<file path="src/rtl/drive_command_frame_encoder_core_macros.svh">
// Assertion macros shared by the frame encoder RTL.
// Included by the top level only; no other dependencies.
`ifndef DRIVE_COMMAND_FRAME_ENCODER_CORE_MACROS_SVH
`define DRIVE_COMMAND_FRAME_ENCODER_CORE_MACROS_SVH

// Property checked on every rising clock edge outside reset.
`define DCFE_ASSERT(lbl, clk, rstn, prop, msg) \
    lbl: assert property (@(posedge clk) disable iff (!rstn) (prop)) else $error(msg);

// Overlapping implication, checked outside reset.
`define DCFE_ASSERT_IMPL(lbl, clk, rstn, ante, cons, msg) \
    lbl: assert property (@(posedge clk) disable iff (!rstn) (ante) |-> (cons)) \
        else $error(msg);

// Next-cycle implication, checked outside reset.
`define DCFE_ASSERT_NEXT(lbl, clk, rstn, ante, cons, msg) \
    lbl: assert property (@(posedge clk) disable iff (!rstn) (ante) |=> (cons)) \
        else $error(msg);

`endif

</file>
<file path="src/rtl/dcfe_pkg.sv">
// Shared types, constants and the CRC step for the drive command frame encoder.
// No dependencies.
package dcfe_pkg;

    localparam int VALUE_LIMIT_DEF = 1000;

    localparam int PULSE_W   = 12;
    localparam int GAIN_W    = 12;
    localparam int FLAG_W    = 8;
    localparam int BYTE_W    = 8;
    localparam int CRC_W     = 16;
    localparam int WORD_W    = 16;   // speed/steer go out as 16-bit words
    localparam int FRAC_W    = 8;    // Q4.8 gain
    localparam int CFG_W     = 12;
    localparam int CFG_IDX_W = 2;
    localparam int POS_W     = 3;
    localparam int MAP_OFFSET = 3000;

    // Power of two, pointers wrap naturally.
    localparam int QUEUE_DEPTH = 2;

    localparam logic [CFG_IDX_W-1:0] CFG_SPEED_GAIN = 2'd0;
    localparam logic [CFG_IDX_W-1:0] CFG_FLAG_BITS  = 2'd1;

    localparam logic signed [GAIN_W-1:0] GAIN_RST = 12'sd256;
    localparam logic [FLAG_W-1:0]        FLAG_RST = 8'h07;

    // Frame byte positions.
    localparam logic [POS_W-1:0] BYTE_SOF   = 3'd0;
    localparam logic [POS_W-1:0] BYTE_SP_HI = 3'd1;
    localparam logic [POS_W-1:0] BYTE_SP_LO = 3'd2;
    localparam logic [POS_W-1:0] BYTE_ST_HI = 3'd3;
    localparam logic [POS_W-1:0] BYTE_ST_LO = 3'd4;
    localparam logic [POS_W-1:0] BYTE_FLAGS = 3'd5;
    localparam logic [POS_W-1:0] BYTE_CRC   = 3'd6;
    localparam logic [POS_W-1:0] BYTE_EOF   = 3'd7;

    localparam logic [BYTE_W-1:0] CHAR_SLASH = 8'h2F;
    localparam logic [BYTE_W-1:0] CHAR_NL    = 8'h0A;
    localparam logic [CRC_W-1:0]  CRC_POLY   = 16'h1021;

    typedef struct packed {
        logic [PULSE_W-1:0] speed_pulse;
        logic [PULSE_W-1:0] steer_pulse;
    } t_in_item;

    typedef struct packed {
        logic [BYTE_W-1:0] out_byte;
        logic              last_byte;
    } t_out_item;

    typedef struct packed {
        logic full;
        logic empty;
    } t_q_stat;

    // CRC-16, MSB first, one byte.
    function automatic logic [CRC_W-1:0] crc_byte(input logic [CRC_W-1:0] crc,
                                                  input logic [BYTE_W-1:0] b);
        logic [CRC_W-1:0] c;
        c = crc ^ {b, 8'h00};
        for (int k = 0; k < BYTE_W; k++) begin
            c = c[CRC_W-1] ? ((c << 1) ^ CRC_POLY) : (c << 1);
        end
        return c;
    endfunction

endpackage

</file>
<file path="src/rtl/dcfe_front.sv">
// Front end: accepts pulse pairs, maps, scales, clamps and pushes commands.
// Depends on dcfe_pkg.
module dcfe_front #(
    parameter int VALUE_LIMIT = dcfe_pkg::VALUE_LIMIT_DEF,
    parameter int VAL_W       = 11
) (
    input  logic                                i_clk,
    input  logic                                i_rst_n,
    input  logic                                i_in_valid,
    output logic                                o_in_ready,
    input  dcfe_pkg::t_in_item                  i_in_data,
    input  logic signed [dcfe_pkg::GAIN_W-1:0]  i_speed_gain,
    input  dcfe_pkg::t_q_stat                   i_q_stat,
    output logic                                o_push,
    output logic [2*VAL_W-1:0]                  o_push_data
);
    import dcfe_pkg::*;

    localparam int SP_W   = PULSE_W + 2;
    localparam int PROD_W = SP_W + GAIN_W;
    localparam int CL_W   = PROD_W - FRAC_W;
    localparam logic signed [CL_W-1:0] LIM  = CL_W'(VALUE_LIMIT);
    localparam logic signed [CL_W-1:0] NLIM = -LIM;

    logic                     r_vld, n_vld;
    logic signed [PROD_W-1:0] r_prod;
    logic signed [SP_W-1:0]   r_st;

    logic signed [SP_W-1:0]   w_sp, w_st;
    logic signed [PROD_W-1:0] w_prod, w_sum;
    logic signed [CL_W-1:0]   w_q, w_st_x, w_sp_c, w_st_c, w_st_f;
    logic                     w_accept, w_push;

    assign w_sp = $signed({1'b0, i_in_data.speed_pulse, 1'b0}) - SP_W'(MAP_OFFSET);
    assign w_st = $signed({1'b0, i_in_data.steer_pulse, 1'b0}) - SP_W'(MAP_OFFSET);
    assign w_prod = PROD_W'(w_sp) * PROD_W'(i_speed_gain);

    assign w_push     = r_vld && !i_q_stat.full;
    assign o_in_ready = !r_vld || w_push;
    assign w_accept   = i_in_valid && o_in_ready;

    always_comb begin
        n_vld = r_vld;
        if (w_accept) begin
            n_vld = 1'b1;
        end else if (w_push) begin
            n_vld = 1'b0;
        end
    end

    always_ff @(posedge i_clk) begin
        if (!i_rst_n) begin
            r_vld <= 1'b0;
        end else begin
            r_vld <= n_vld;
        end
    end

    always_ff @(posedge i_clk) begin
        if (w_accept) begin
            r_prod <= w_prod;
            r_st   <= w_st;
        end
    end

    // Divide by 256 toward zero: bias negatives before the shift.
    assign w_sum = r_prod + (r_prod[PROD_W-1] ? PROD_W'((1 << FRAC_W) - 1) : '0);
    assign w_q   = w_sum[PROD_W-1:FRAC_W];
    assign w_st_x = CL_W'(r_st);

    always_comb begin
        if (w_q > LIM) begin
            w_sp_c = LIM;
        end else if (w_q < NLIM) begin
            w_sp_c = NLIM;
        end else begin
            w_sp_c = w_q;
        end
        if (w_st_x > LIM) begin
            w_st_c = LIM;
        end else if (w_st_x < NLIM) begin
            w_st_c = NLIM;
        end else begin
            w_st_c = w_st_x;
        end
        // Reversing flips steer.
        w_st_f = w_sp_c[CL_W-1] ? -w_st_c : w_st_c;
    end

    assign o_push      = w_push;
    assign o_push_data = {VAL_W'(w_sp_c), VAL_W'(w_st_f)};

endmodule

</file>
<file path="src/rtl/dcfe_queue.sv">
// Short command queue between front and back end.
// Depends on dcfe_pkg.
module dcfe_queue #(
    parameter int DATA_W = 22
) (
    input  logic               i_clk,
    input  logic               i_rst_n,
    input  logic               i_push,
    input  logic [DATA_W-1:0]  i_wdata,
    input  logic               i_pop,
    output logic [DATA_W-1:0]  o_rdata,
    output dcfe_pkg::t_q_stat  o_stat
);
    import dcfe_pkg::*;

    localparam int PTR_W = (QUEUE_DEPTH > 1) ? $clog2(QUEUE_DEPTH) : 1;
    localparam int CNT_W = $clog2(QUEUE_DEPTH + 1);

    logic [DATA_W-1:0] r_mem [QUEUE_DEPTH];
    logic [PTR_W-1:0]  r_wptr, r_rptr;
    logic [CNT_W-1:0]  r_cnt, n_cnt;

    always_comb begin
        n_cnt = r_cnt;
        if (i_push && !i_pop) begin
            n_cnt = r_cnt + CNT_W'(1);
        end else if (i_pop && !i_push) begin
            n_cnt = r_cnt - CNT_W'(1);
        end
    end

    always_ff @(posedge i_clk) begin
        if (!i_rst_n) begin
            r_wptr <= '0;
            r_rptr <= '0;
            r_cnt  <= '0;
        end else begin
            if (i_push) begin
                r_wptr <= r_wptr + PTR_W'(1);
            end
            if (i_pop) begin
                r_rptr <= r_rptr + PTR_W'(1);
            end
            r_cnt <= n_cnt;
        end
    end

    always_ff @(posedge i_clk) begin
        if (i_push) begin
            r_mem[r_wptr] <= i_wdata;
        end
    end

    assign o_rdata      = r_mem[r_rptr];
    assign o_stat.full  = (r_cnt == CNT_W'(QUEUE_DEPTH));
    assign o_stat.empty = (r_cnt == '0);

endmodule

</file>
<file path="src/rtl/dcfe_back.sv">
// Back end: serializes one queued command into an eight-byte frame with CRC.
// Depends on dcfe_pkg.
module dcfe_back #(
    parameter int VAL_W = 11
) (
    input  logic                           i_clk,
    input  logic                           i_rst_n,
    input  logic [2*VAL_W-1:0]             i_q_data,
    input  dcfe_pkg::t_q_stat              i_q_stat,
    output logic                           o_pop,
    input  logic [dcfe_pkg::FLAG_W-1:0]    i_flag_bits,
    output logic                           o_out_valid,
    input  logic                           i_out_ready,
    output dcfe_pkg::t_out_item            o_out_data
);
    import dcfe_pkg::*;

    logic                     r_out_vld;
    logic [BYTE_W-1:0]        r_out_byte;
    logic                     r_out_last;
    logic [POS_W-1:0]         r_pos;
    logic [CRC_W-1:0]         r_crc;

    logic signed [VAL_W-1:0]  w_sp, w_st;
    logic signed [WORD_W-1:0] w_sp16, w_st16;
    logic [BYTE_W-1:0]        w_byte;
    logic [CRC_W-1:0]         w_crc_in, n_crc;
    logic                     w_load;

    assign w_sp   = i_q_data[2*VAL_W-1:VAL_W];
    assign w_st   = i_q_data[VAL_W-1:0];
    assign w_sp16 = WORD_W'(w_sp);
    assign w_st16 = WORD_W'(w_st);

    assign w_load = !i_q_stat.empty && (!r_out_vld || i_out_ready);
    assign o_pop  = w_load && (r_pos == BYTE_EOF);

    always_comb begin
        unique case (r_pos)
            BYTE_SOF:   w_byte = CHAR_SLASH;
            BYTE_SP_HI: w_byte = w_sp16[WORD_W-1:BYTE_W];
            BYTE_SP_LO: w_byte = w_sp16[BYTE_W-1:0];
            BYTE_ST_HI: w_byte = w_st16[WORD_W-1:BYTE_W];
            BYTE_ST_LO: w_byte = w_st16[BYTE_W-1:0];
            BYTE_FLAGS: w_byte = i_flag_bits;
            BYTE_CRC:   w_byte = r_crc[CRC_W-1:BYTE_W];
            BYTE_EOF:   w_byte = CHAR_NL;
            default:    w_byte = CHAR_NL;
        endcase
    end

    assign w_crc_in = (r_pos == BYTE_SOF) ? '0 : r_crc;
    assign n_crc    = crc_byte(w_crc_in, w_byte);

    always_ff @(posedge i_clk) begin
        if (!i_rst_n) begin
            r_out_vld <= 1'b0;
            r_pos     <= BYTE_SOF;
            r_crc     <= '0;
        end else begin
            if (w_load) begin
                r_out_vld <= 1'b1;
                r_pos     <= r_pos + POS_W'(1);
                if (r_pos < BYTE_CRC) begin
                    r_crc <= n_crc;
                end
            end else if (i_out_ready) begin
                r_out_vld <= 1'b0;
            end
        end
    end

    always_ff @(posedge i_clk) begin
        if (w_load) begin
            r_out_byte <= w_byte;
            r_out_last <= (r_pos == BYTE_EOF);
        end
    end

    assign o_out_valid          = r_out_vld;
    assign o_out_data.out_byte  = r_out_byte;
    assign o_out_data.last_byte = r_out_last;

endmodule

</file>
<file path="src/rtl/drive_command_frame_encoder_core.sv">
// Drive command frame encoder, top level: config registers, front, queue, back.
// Depends on dcfe_pkg, dcfe_front, dcfe_queue, dcfe_back and the macros header.
//
// Usage:
//   Input channel (i_in_valid/o_in_ready, i_in_data): one beat carries a speed
//   and a steer pulse width. Output channel (o_out_valid/i_out_ready,
//   o_out_data): eight beats per input beat, '/', speed hi/lo, steer hi/lo,
//   flags, CRC high byte, '\n'; last_byte marks the newline beat.
//   Config: i_cfg_we writes i_cfg_wdata into register i_cfg_idx (0 speed
//   gain, 1 flag byte); other indexes are dropped. Write only while idle.
// Path: an input beat is registered in the front (one multiply stage), is
//   written to the queue (one queue write), then loaded into the back end's
//   byte-wide output register, which sets the rate: one byte per cycle while
//   the receiver is ready. The front takes items back to back until the
//   queue (QUEUE_DEPTH commands) plus its own stage are full.
// Reset: synchronous, active low; gain returns to 1.0 (256), flags to 0x07,
//   queue and frame position clear.
// Receiver stall: the output byte holds; the back end stops, the queue fills,
//   then o_in_ready drops. No beat is lost or repeated.
`include "drive_command_frame_encoder_core_macros.svh"

module drive_command_frame_encoder_core #(
    parameter int VALUE_LIMIT = dcfe_pkg::VALUE_LIMIT_DEF
) (
    input  logic                              i_clk,
    input  logic                              i_rst_n,
    input  logic                              i_in_valid,
    output logic                              o_in_ready,
    input  dcfe_pkg::t_in_item                i_in_data,
    output logic                              o_out_valid,
    input  logic                              i_out_ready,
    output dcfe_pkg::t_out_item               o_out_data,
    input  logic                              i_cfg_we,
    input  logic [dcfe_pkg::CFG_IDX_W-1:0]    i_cfg_idx,
    input  logic [dcfe_pkg::CFG_W-1:0]        i_cfg_wdata
);
    import dcfe_pkg::*;

    // Signed width that holds +/-VALUE_LIMIT.
    localparam int VAL_W = $clog2(VALUE_LIMIT + 1) + 1;

    logic signed [GAIN_W-1:0] r_speed_gain;
    logic [FLAG_W-1:0]        r_flag_bits;

    logic                     w_push, w_pop;
    logic [2*VAL_W-1:0]       w_push_data, w_q_data;
    t_q_stat                  w_q_stat;

    // Config registers; unknown indexes are ignored.
    always_ff @(posedge i_clk) begin
        if (!i_rst_n) begin
            r_speed_gain <= GAIN_RST;
            r_flag_bits  <= FLAG_RST;
        end else if (i_cfg_we) begin
            unique case (i_cfg_idx)
                CFG_SPEED_GAIN: r_speed_gain <= i_cfg_wdata[GAIN_W-1:0];
                CFG_FLAG_BITS:  r_flag_bits  <= i_cfg_wdata[FLAG_W-1:0];
                default: ;
            endcase
        end
    end

    // Front: map, multiply by gain, clamp, steer flip.
    dcfe_front #(
        .VALUE_LIMIT (VALUE_LIMIT),
        .VAL_W       (VAL_W)
    ) u_front (
        .i_clk        (i_clk),
        .i_rst_n      (i_rst_n),
        .i_in_valid   (i_in_valid),
        .o_in_ready   (o_in_ready),
        .i_in_data    (i_in_data),
        .i_speed_gain (r_speed_gain),
        .i_q_stat     (w_q_stat),
        .o_push       (w_push),
        .o_push_data  (w_push_data)
    );

    // Command queue decouples the two halves.
    dcfe_queue #(
        .DATA_W (2*VAL_W)
    ) u_queue (
        .i_clk   (i_clk),
        .i_rst_n (i_rst_n),
        .i_push  (w_push),
        .i_wdata (w_push_data),
        .i_pop   (w_pop),
        .o_rdata (w_q_data),
        .o_stat  (w_q_stat)
    );

    // Back: byte serializer with running CRC.
    dcfe_back #(
        .VAL_W (VAL_W)
    ) u_back (
        .i_clk       (i_clk),
        .i_rst_n     (i_rst_n),
        .i_q_data    (w_q_data),
        .i_q_stat    (w_q_stat),
        .o_pop       (w_pop),
        .i_flag_bits (r_flag_bits),
        .o_out_valid (o_out_valid),
        .i_out_ready (i_out_ready),
        .o_out_data  (o_out_data)
    );

    // Checks.
    `DCFE_ASSERT(a_q_stat_sane, i_clk, i_rst_n, !(w_q_stat.full && w_q_stat.empty), "queue full and empty")
    `DCFE_ASSERT_IMPL(a_last_is_nl, i_clk, i_rst_n, o_out_valid && o_out_data.last_byte, o_out_data.out_byte == CHAR_NL, "last beat is not newline")
    `DCFE_ASSERT_NEXT(a_sof_after_eof, i_clk, i_rst_n, o_out_valid && i_out_ready && o_out_data.last_byte, !o_out_valid || o_out_data.out_byte == CHAR_SLASH, "frame does not start with slash")
    `DCFE_ASSERT_IMPL(a_pop_on_eof, i_clk, i_rst_n, w_pop, !w_q_stat.empty, "pop from empty queue")

endmodule

</file>
<file path="config.mk">
export PLATFORM = sky130hd
export DESIGN_NAME = drive_command_frame_encoder_core
export DESIGN_NICKNAME = d
export VERILOG_FILES = /design/src/rtl/dcfe_pkg.sv /design/src/rtl/dcfe_front.sv /design/src/rtl/dcfe_queue.sv /design/src/rtl/dcfe_back.sv /design/src/rtl/drive_command_frame_encoder_core.sv
export VERILOG_INCLUDE_DIRS = /design/src /design/src/rtl
export SDC_FILE = /design/constraint.sdc
export NUM_CORES = 1
export LEC_CHECK = 0
export ABC_AREA = 1
export BUFFER_PORTS_ARGS = -buffer_cell sky130_fd_sc_hd__buf_2
export CORE_ASPECT_RATIO = 0.6
export CORE_MARGIN = 5
export CORE_UTILIZATION = 30
export CTS_BUF_LIST = sky130_fd_sc_hd__clkbuf_8
export DETAILED_ROUTE_END_ITERATION = 8
export GPL_TIMING_DRIVEN = 0
export PLACE_DENSITY = 0.56
export SLEW_MARGIN = 10
export SYNTH_ARGS = -nofsm -noshare
export SYNTH_HDL_FRONTEND = slang
export SYNTH_SLANG_ARGS = --single-unit
</file>
<file path="constraint.sdc">
create_clock -name i_clk -period 7 [get_ports i_clk]
set_input_delay 0.7 -clock i_clk [delete_from_list [all_inputs] [get_ports i_clk]]
set_output_delay 0.7 -clock i_clk [all_outputs]
set_load 0.005 [all_outputs]
</file>
==> results.md, run 1 <==
* CTS tree: done
* Worst-Skew Late Latency at between 400 and 500 ps
* Core ar. at about 43000 um2
* Vias at between 10000 and 15000
* CP Capture Type: flop
* Min setup slack post-route at ~260 ps
* Largest area contributor in the netlist: fa_1
* Die Area at 48300 um2
* Final Hold Viols at 0
* Die H at 172 um
* Syn. warnings at 0
* Avg Synthesized Cell Area at about 8 um2
* Final setup vio count at 0
* Port buffer count at 53
* Final nets at around 2000
* Number of synthesized flops with an enable pin at 89
* Clock share of power at 0.165
* Cell Count, Final, Fillers Out at ~2300
* Min-delay worst type: in2reg
* Switching power at around 1.7 mW
* Placed insts at between 2000 and 2500
* Hpwl dp at between 20000 and 30000 um
* Power density cells at 259 nW/um2
* Synthesis-to-finish area growth at 11.6%
* I/O Pins at between 50 and 60
* Vias in the first global route at about 10000
* Final instance area at 14700 um2
* Largest net degree at the start of global routing at 26
* Detailed-route wire length per cell at approximately 15 um
* Mapped Cells at about 1600
* Pre-CTS setup slack at -964 ps
* Initial antenna violation count at 0
* Routed vias/inst at approximately 4.6
* Final period util at 0.963
* Slew margin rel. at 0.486
* Synth unique cells at a little under 50
* Clock root buffer: clkbuf_8
* Placer congestion estimate at 0.935
* Routed WL at roughly 35000 um
* Detailed Route Iter0 Violations at 1021
* Sequential area share after synthesis at 0.273
* Htree depth at 4
* Syn nets at ~1900
* Num Clock Sinks at approximately 140
* Fmax at ~150 MHz
* Drc violations at 0
* Slew Viols, Final at 0
* Max FO, Critical Path at 8
* Dpl cell area at between 10000 and 15000 um2
* Clock transition at path regs at approximately 80 ps
* Sw frac at 0.460
* Critical path type: in2reg
* Pre-Repair DR Iteration Count at 5
* Most used DFF post-synth: edfxtp_1
* Num CTS Buffers at 17
* Mapped Area at 13200 um2
* Outcome: finished, final reports clean
* Area contributors post-synth: fa_1, edfxtp_1, nand2_1, inv_1, dfxtp_1
* CTS Hold Bufs at 0
* #FFs+latches synth at about 140
* Routed Antenna Nets at 0
* CP startpoint kind: input port
* Lkg Pwr at between 7 and 8 nW
* Starting Density at 0.304
* Top-area cell type share of the netlist area at 0.227
* First-pass GRT wire length at 56800 um
* Critical Path AT at 6940 ps
* MaxCap Viol Count at 0
* Crit path time final at 6740 ps
* GRT overflow at 0
* Post-synth ARST share at 0
* Slew @ Worst Pin at between 700 and 800 ps
* Placement Rows at a little under 60
* Gate power share at 0.520
* Setup TNS at 0 ps
* Worst-case clock buffer depth at 2
* P_int at just over 2 mW
* Die width at around 280 um
* Sequential Power Share at 0.315
* RSZ-0062 raised after global routing: false
* WP data required at 7200 ps
* Worst-case vdd ir drop at around 0.11 mV
* Layout cell share with drive strength beyond 1 at 0.0876
* Worst Skew at 15.8 ps
* Total GRT Usage at 0.149
-- power groups by stage --
stage               logic (mW)  registers (mW)  clock network [mW]
CTS                       1.95            1.19               0.645
global route              2.27            1.21               0.677
detailed placement        1.92            1.21                   0
global placement          1.89            1.21                   0
floorplan                 1.46            1.17                   0
finish                    1.97            1.20               0.626
-- final timing paths --
check / start / to / slack, ps / cells after the start
worst max-delay path: i_in_data[14] / u_front.r_prod[25] / 260 / 25
worst min-delay path: i_in_data[0] / u_front.r_st[1] / 420 / 1
worst max register to register: r_speed_gain[7] / u_front.r_prod[25] / 630 / 19
worst min register to register: u_back.r_crc[1] / u_back.r_crc[1] / 470 / 2
-- synth_stat cells, types with 2 or more instances --
| library cell | number |
|---|---|
| a21oi_1 | 58 |
| o21ai_0 | 65 |
| clkbuf_1 | 23 |
| nor4_1 | 3 |
| buf_2 | 3 |
| xnor2_1 | 16 |
| nand4_2 | 2 |
| buf_4 | 2 |
| o21ai_1 | 5 |
| or2_2 | 2 |
| nand3_2 | 3 |
| o21bai_1 | 5 |
| o211ai_1 | 5 |
| nand3b_1 | 3 |
| nor2_2 | 2 |
| nand4_1 | 17 |
| nor2_4 | 2 |
| inv_2 | 10 |
| clkinv_1 | 3 |
| xnor2_2 | 2 |
| nor3_1 | 8 |
| nand3_1 | 67 |
| nand2_1 | 371 |
| inv_1 | 355 |
| dfxtp_1 | 46 |
| a31oi_1 | 3 |
| nor2_1 | 179 |
| a21o_1 | 5 |
| xor2_1 | 40 |
| fa_1 | 149 |
| nand2_2 | 10 |
| edfxtp_1 | 89 |
| ha_1 | 69 |
| nand2_4 | 2 |
| o21a_1 | 2 |
-- repair_timing --
item / 4_1_cts / 5_1_grt
gates resized for setup: 4 / 5
pin swaps: 0 / 4
setup buffers: 0 / 7
setup endpoints to repair: 3 / 3
-- registers in the layout, summed over array words and instances, names as in the netlist, named ones only --
name / count
u_queue.r_mem: 42
u_front.r_prod: 25
u_back.r_crc: 16
u_front.r_st: 13
r_speed_gain: 12
r_flag_bits: 8
u_back.r_out_byte: 8
u_back.r_pos: 3
u_queue.r_cnt: 2
u_back.o_out_valid: 1
u_back.r_out_last: 1
u_front.r_vld: 1
u_queue.r_rptr: 1
u_queue.r_wptr: 1
-- worst max-delay path: stages --
cell	delay, ps
buf_2	160
ha_1	230
nand2_1	80
a21oi_1	60
inv_1	100
nor2_1	80
o21ai_0	270
nand2_1	330
inv_1	350
nand2_1	130
fa_1	530
inv_1	50
fa_1	520
fa_1	440
fa_1	540
inv_1	50
fa_1	530
inv_1	40
ha_1	390
nand2_1	170
nor4_4	430
nand4_1	260
nand3_2	210
a31oi_1	110
xor2_1	170
-- cells by family (layout without fill, tap and decap cells) --
family / count (synthesis) / after routing / share of synthesized area
and+or+nand+nor: 676 / 676 / 0.214
buffers and inverters: 399 / 494 / 0.116
adders and majority gates: 218 / 218 / 0.292
AOI/OAI and AO/OA: 153 / 153 / 0.0631
DFF: 135 / 135 / 0.273
xor gates and xnor gates: 59 / 59 / 0.0410
other: 0 / 1 / 0
-- routing by layer --
metal / track usage / vias up / wire length [um]
met5: 0.00592 / - / 41
met4: 0.0223 / 2 / 318
met3: 0.0456 / 23 / 3600
met2: 0.198 / 385 / 12800
met1: 0.238 / 5079 / 18100
li1: - / 5168 / -
-- cells in the final DEF (no fill, tap or decap), types with 8 or more instances in the layout --
cell type,n
nor3_1,8
dfxtp_1,46
inv_1,354
buf_4,8
buf_2,56
edfxtp_1,89
o21ai_0,65
xnor2_1,16
nand3_1,66
nor2_1,176
a21oi_1,58
inv_2,11
fa_1,147
clkbuf_8,19
ha_1,69
nand2_2,11
nand2_1,370
nand4_1,17
clkbuf_1,23
xor2_1,40
-- final cells by class --
| class | count | area [um2] |
|---|---|---|
| Fill cell | 4568 | 28700 |
| Clock inverter | 13 | 109 |
| Multi-Input combinational cell | 1106 | 8070 |
| Antenna cell | 1 | 2.50 |
| Clock buffer | 19 | 262 |
| Sequential cell | 135 | 3590 |
| Tap cell | 579 | 724 |
| Inverter | 368 | 1390 |
| Timing Repair Buffer | 63 | 380 |
| Buffer | 31 | 148 |
-- through the flow --
| step | util | power (mW) | hold WS (ps) |
|---|---|---|---|
| global placement | 0.326 | 3.11 | 457 |
| finish | 0.339 | 3.80 | 418 |
| CTS | 0.337 | 3.79 | 380 |
| detailed placement | 0.328 | 3.13 | 460 |
| floorplan | - | 2.62 | 429 |
| global route | 0.339 | 4.16 | 390 |
No activity file was read; power rests on OpenSTA's default activity.
==> run 2: changes to the inputs <==
BUFFER_PORTS_ARGS = -buffer_cell sky130_fd_sc_hd__buf_4   (was -buffer_cell sky130_fd_sc_hd__buf_2)
==> run 2 against run 1 <==
  * Sequential power barely moved
  * Total power rose by 2.2%
  * Clock power rose by 9.1%
  * First-iteration DRC count rose by 5.0%
  * Register-to-register slack got worse by 20 ps
  * Critical path depth did not move
  * Fmax rose by 0.64%
  * Routed wire length rose by 0.71%
==> results.md, run 2 (synthesis results as in run 1) <==
* Clock transition at path regs at 90 ps (about the same)
* Routed Antenna Nets at 0 (unchanged)
* Detailed Route Iter0 Violations at 1072 (+5.0%)
* Num Clock Sinks at 135 (unchanged)
* P_int at 2.09 mW (+1.9%)
* Synthesis-to-finish area growth at 12.5%
* Worst-Skew Late Latency at 470 ps (about the same)
* I/O Pins at 54 (unchanged)
* Port buffer count at 53 (unchanged)
* Critical Path AT at 6920 ps (-20 ps)
* Final instance area at 14800 um2 (+0.82%)
* RSZ-0062 raised after global routing: false
* Fmax at 149 MHz (+0.64%)
* Hpwl dp at 29500 um (+0.67%)
* Starting Density at 0.304 (unchanged)
* First-pass GRT wire length at 57400 um (+1.1%)
* Placer congestion estimate at 0.960 (+2.6%)
* GRT met2 Usage at 0.200 (+0.00222)
* Crit-path slowest cell: fa_1
* Drc violations at 0 (unchanged)
* Gate power share at 0.516 (-0.004)
* GR peak layer: met1
* CTS tree: done
* Critical path type: in2reg
* Met1 usage at 0.242 (+0.00348)
* Max FO, Critical Path at 8 (unchanged)
* Outcome: finished, final reports clean
* Sequential Power Share at 0.308 (-0.007)
* Largest Register: u_queue.r_mem
* Slew margin rel. at 0.482 (-0.00432)
* Met3 Resource Use GR at 0.0486 (+0.00297)
* Vias in the first global route at 10600 (+1.9%)
* N_diodes at 0 (-1)
* Regs by FF count: u_queue.r_mem x42, u_front.r_prod x25, u_back.r_crc x16
* Final nets at 1981 (-0.10%)
* Routed vias/inst at 4.63 (+0.48%)
* Num CTS Buffers at 17 (unchanged)
* Dpl cell area at 14300 um2 (+0.93%)
* Switching power at 1.79 mW (+2.5%)
* WP data required at 7220 ps (+20 ps)
* Final period util at 0.957 (-0.00612)
* Die H at 172 um (unchanged)
* Power density cells at 262 nW/um2 (+1.4%)
* Worst-case vdd ir drop at 0.125 mV (+14%)
* Crit path time final at 6700 ps (-42.9 ps)
* Final Hold Viols at 0 (unchanged)
* MaxCap Viol Count at 0 (unchanged)
* CP Capture Type: flop
* Vias at 10700 (+0.35%)
* Slew Viols, Final at 0 (unchanged)
* Worst-case clock buffer depth at 2 (unchanged)
* CTS Hold Bufs at 0 (unchanged)
* Max incr delay on CP at 550 ps (about the same)
* Core ar. at 43300 um2 (unchanged)
* Most common cell after layout, fill and taps aside: nand2_1
* Initial antenna violation count at 0 (unchanged)
* Commonest cells after routing, fill and taps aside: nand2_1, inv_1, nor2_1
* Post-route total power at 3.88 mW (+2.2%)
* Layout cell share with drive strength beyond 1 at 0.0854 (-0.00221)
* Lkg Pwr at 7.19 nW (+0.58%)
* Pre-Repair DR Iteration Count at 5 (unchanged)
* CP startpoint kind: input port
* GRT overflow at 0 (unchanged)
* Slew @ Worst Pin at 777 ps (+6.49 ps)
* Largest net degree at the start of global routing at 39 (+50%)
* Detailed-route wire length per cell at 15.2 um (+0.84%)
* Clock share of power at 0.176 (+0.011)
* Final-layout fill cell count at 4517 (-1.1%)
* Die Area at 48300 um2 (unchanged)
* Total GRT Usage at 0.151 (+0.00208)
* Die width at 280 um (unchanged)
* Clock root buffer: clkbuf_8
* Routed WL at 35100 um (+0.71%)
* Min-delay worst type: in2reg
* Worst Skew at 13.4 ps (-2.34 ps)
* Sw frac at 0.462 (+0.00155)
* Final setup vio count at 0 (unchanged)
* Placement Rows at 59 (unchanged)
* Htree depth at 4 (unchanged)
* Max reg flops at 42 (unchanged)
run 2: final cells by class:
class	instances	area, um2	area share
Multi-Input combinational cell	1106	8070	0.545
Sequential cell	135	3590	0.243
Inverter	368	1380	0.0933
Tap cell	579	724	0.0490
Timing Repair Buffer	61	485	0.0328
Clock buffer	17	234	0.0158
Clock inverter	15	165	0.0112
Buffer	31	148	0.00998
run 2: timing repair:
item / in CTS / in global routing
endpoints found under the setup margin: 2 / 3
pin swaps: 0 / 3
buffers inserted: 0 / 5
gates resized for setup: 3 / 3
run 2: routing by layer:
metal	share of wire	vias up
met5	0	-
met4	0.0064	0
met3	0.11	23
met2	0.37	369
met1	0.52	5113
li1	-	5189
run 2: power groups by stage:
stage               Combinational (mW)  Sequential (mW)  Clock [mW]
finish                            2.00             1.20       0.683
global route                      2.30             1.21       0.733
CTS                               1.97             1.19       0.700
detailed placement                1.94             1.21           0
global placement                  1.92             1.21           0
floorplan                         1.46             1.17           0
run 2: critical path, delay by kind of cell:
kind            cells  cell delay, ps
fa+ha+maj           7            3180
simple gates        8            1690
buf+inv             6             710
compound gates      3             450
xor+xnor            1             170
run 2: per-stage QoR:
stage	hold slack (ps)	setup slack, ps	util	cells	TNS [ps]
floorplan	429	593	-	1640	0
global placement	456	-852	0.329	2272	-1860
detailed placement	460	-888	0.331	2275	-2010
CTS	373	31.0	0.340	2307	0
global route	379	17.2	0.341	2312	0
finish	407	300	0.341	2312	0
run 2: path summary, 6_finish.rpt:
check        cells past startpoint       startpoint  slack, ps                  to
max                             25    i_in_data[14]        300  u_front.r_prod[25]
min                              1     i_in_data[1]        410     u_front.r_st[2]
max reg2reg                     19  r_speed_gain[6]        610  u_front.r_prod[25]
min reg2reg                      2  u_back.r_crc[2]        470     u_back.r_crc[2]
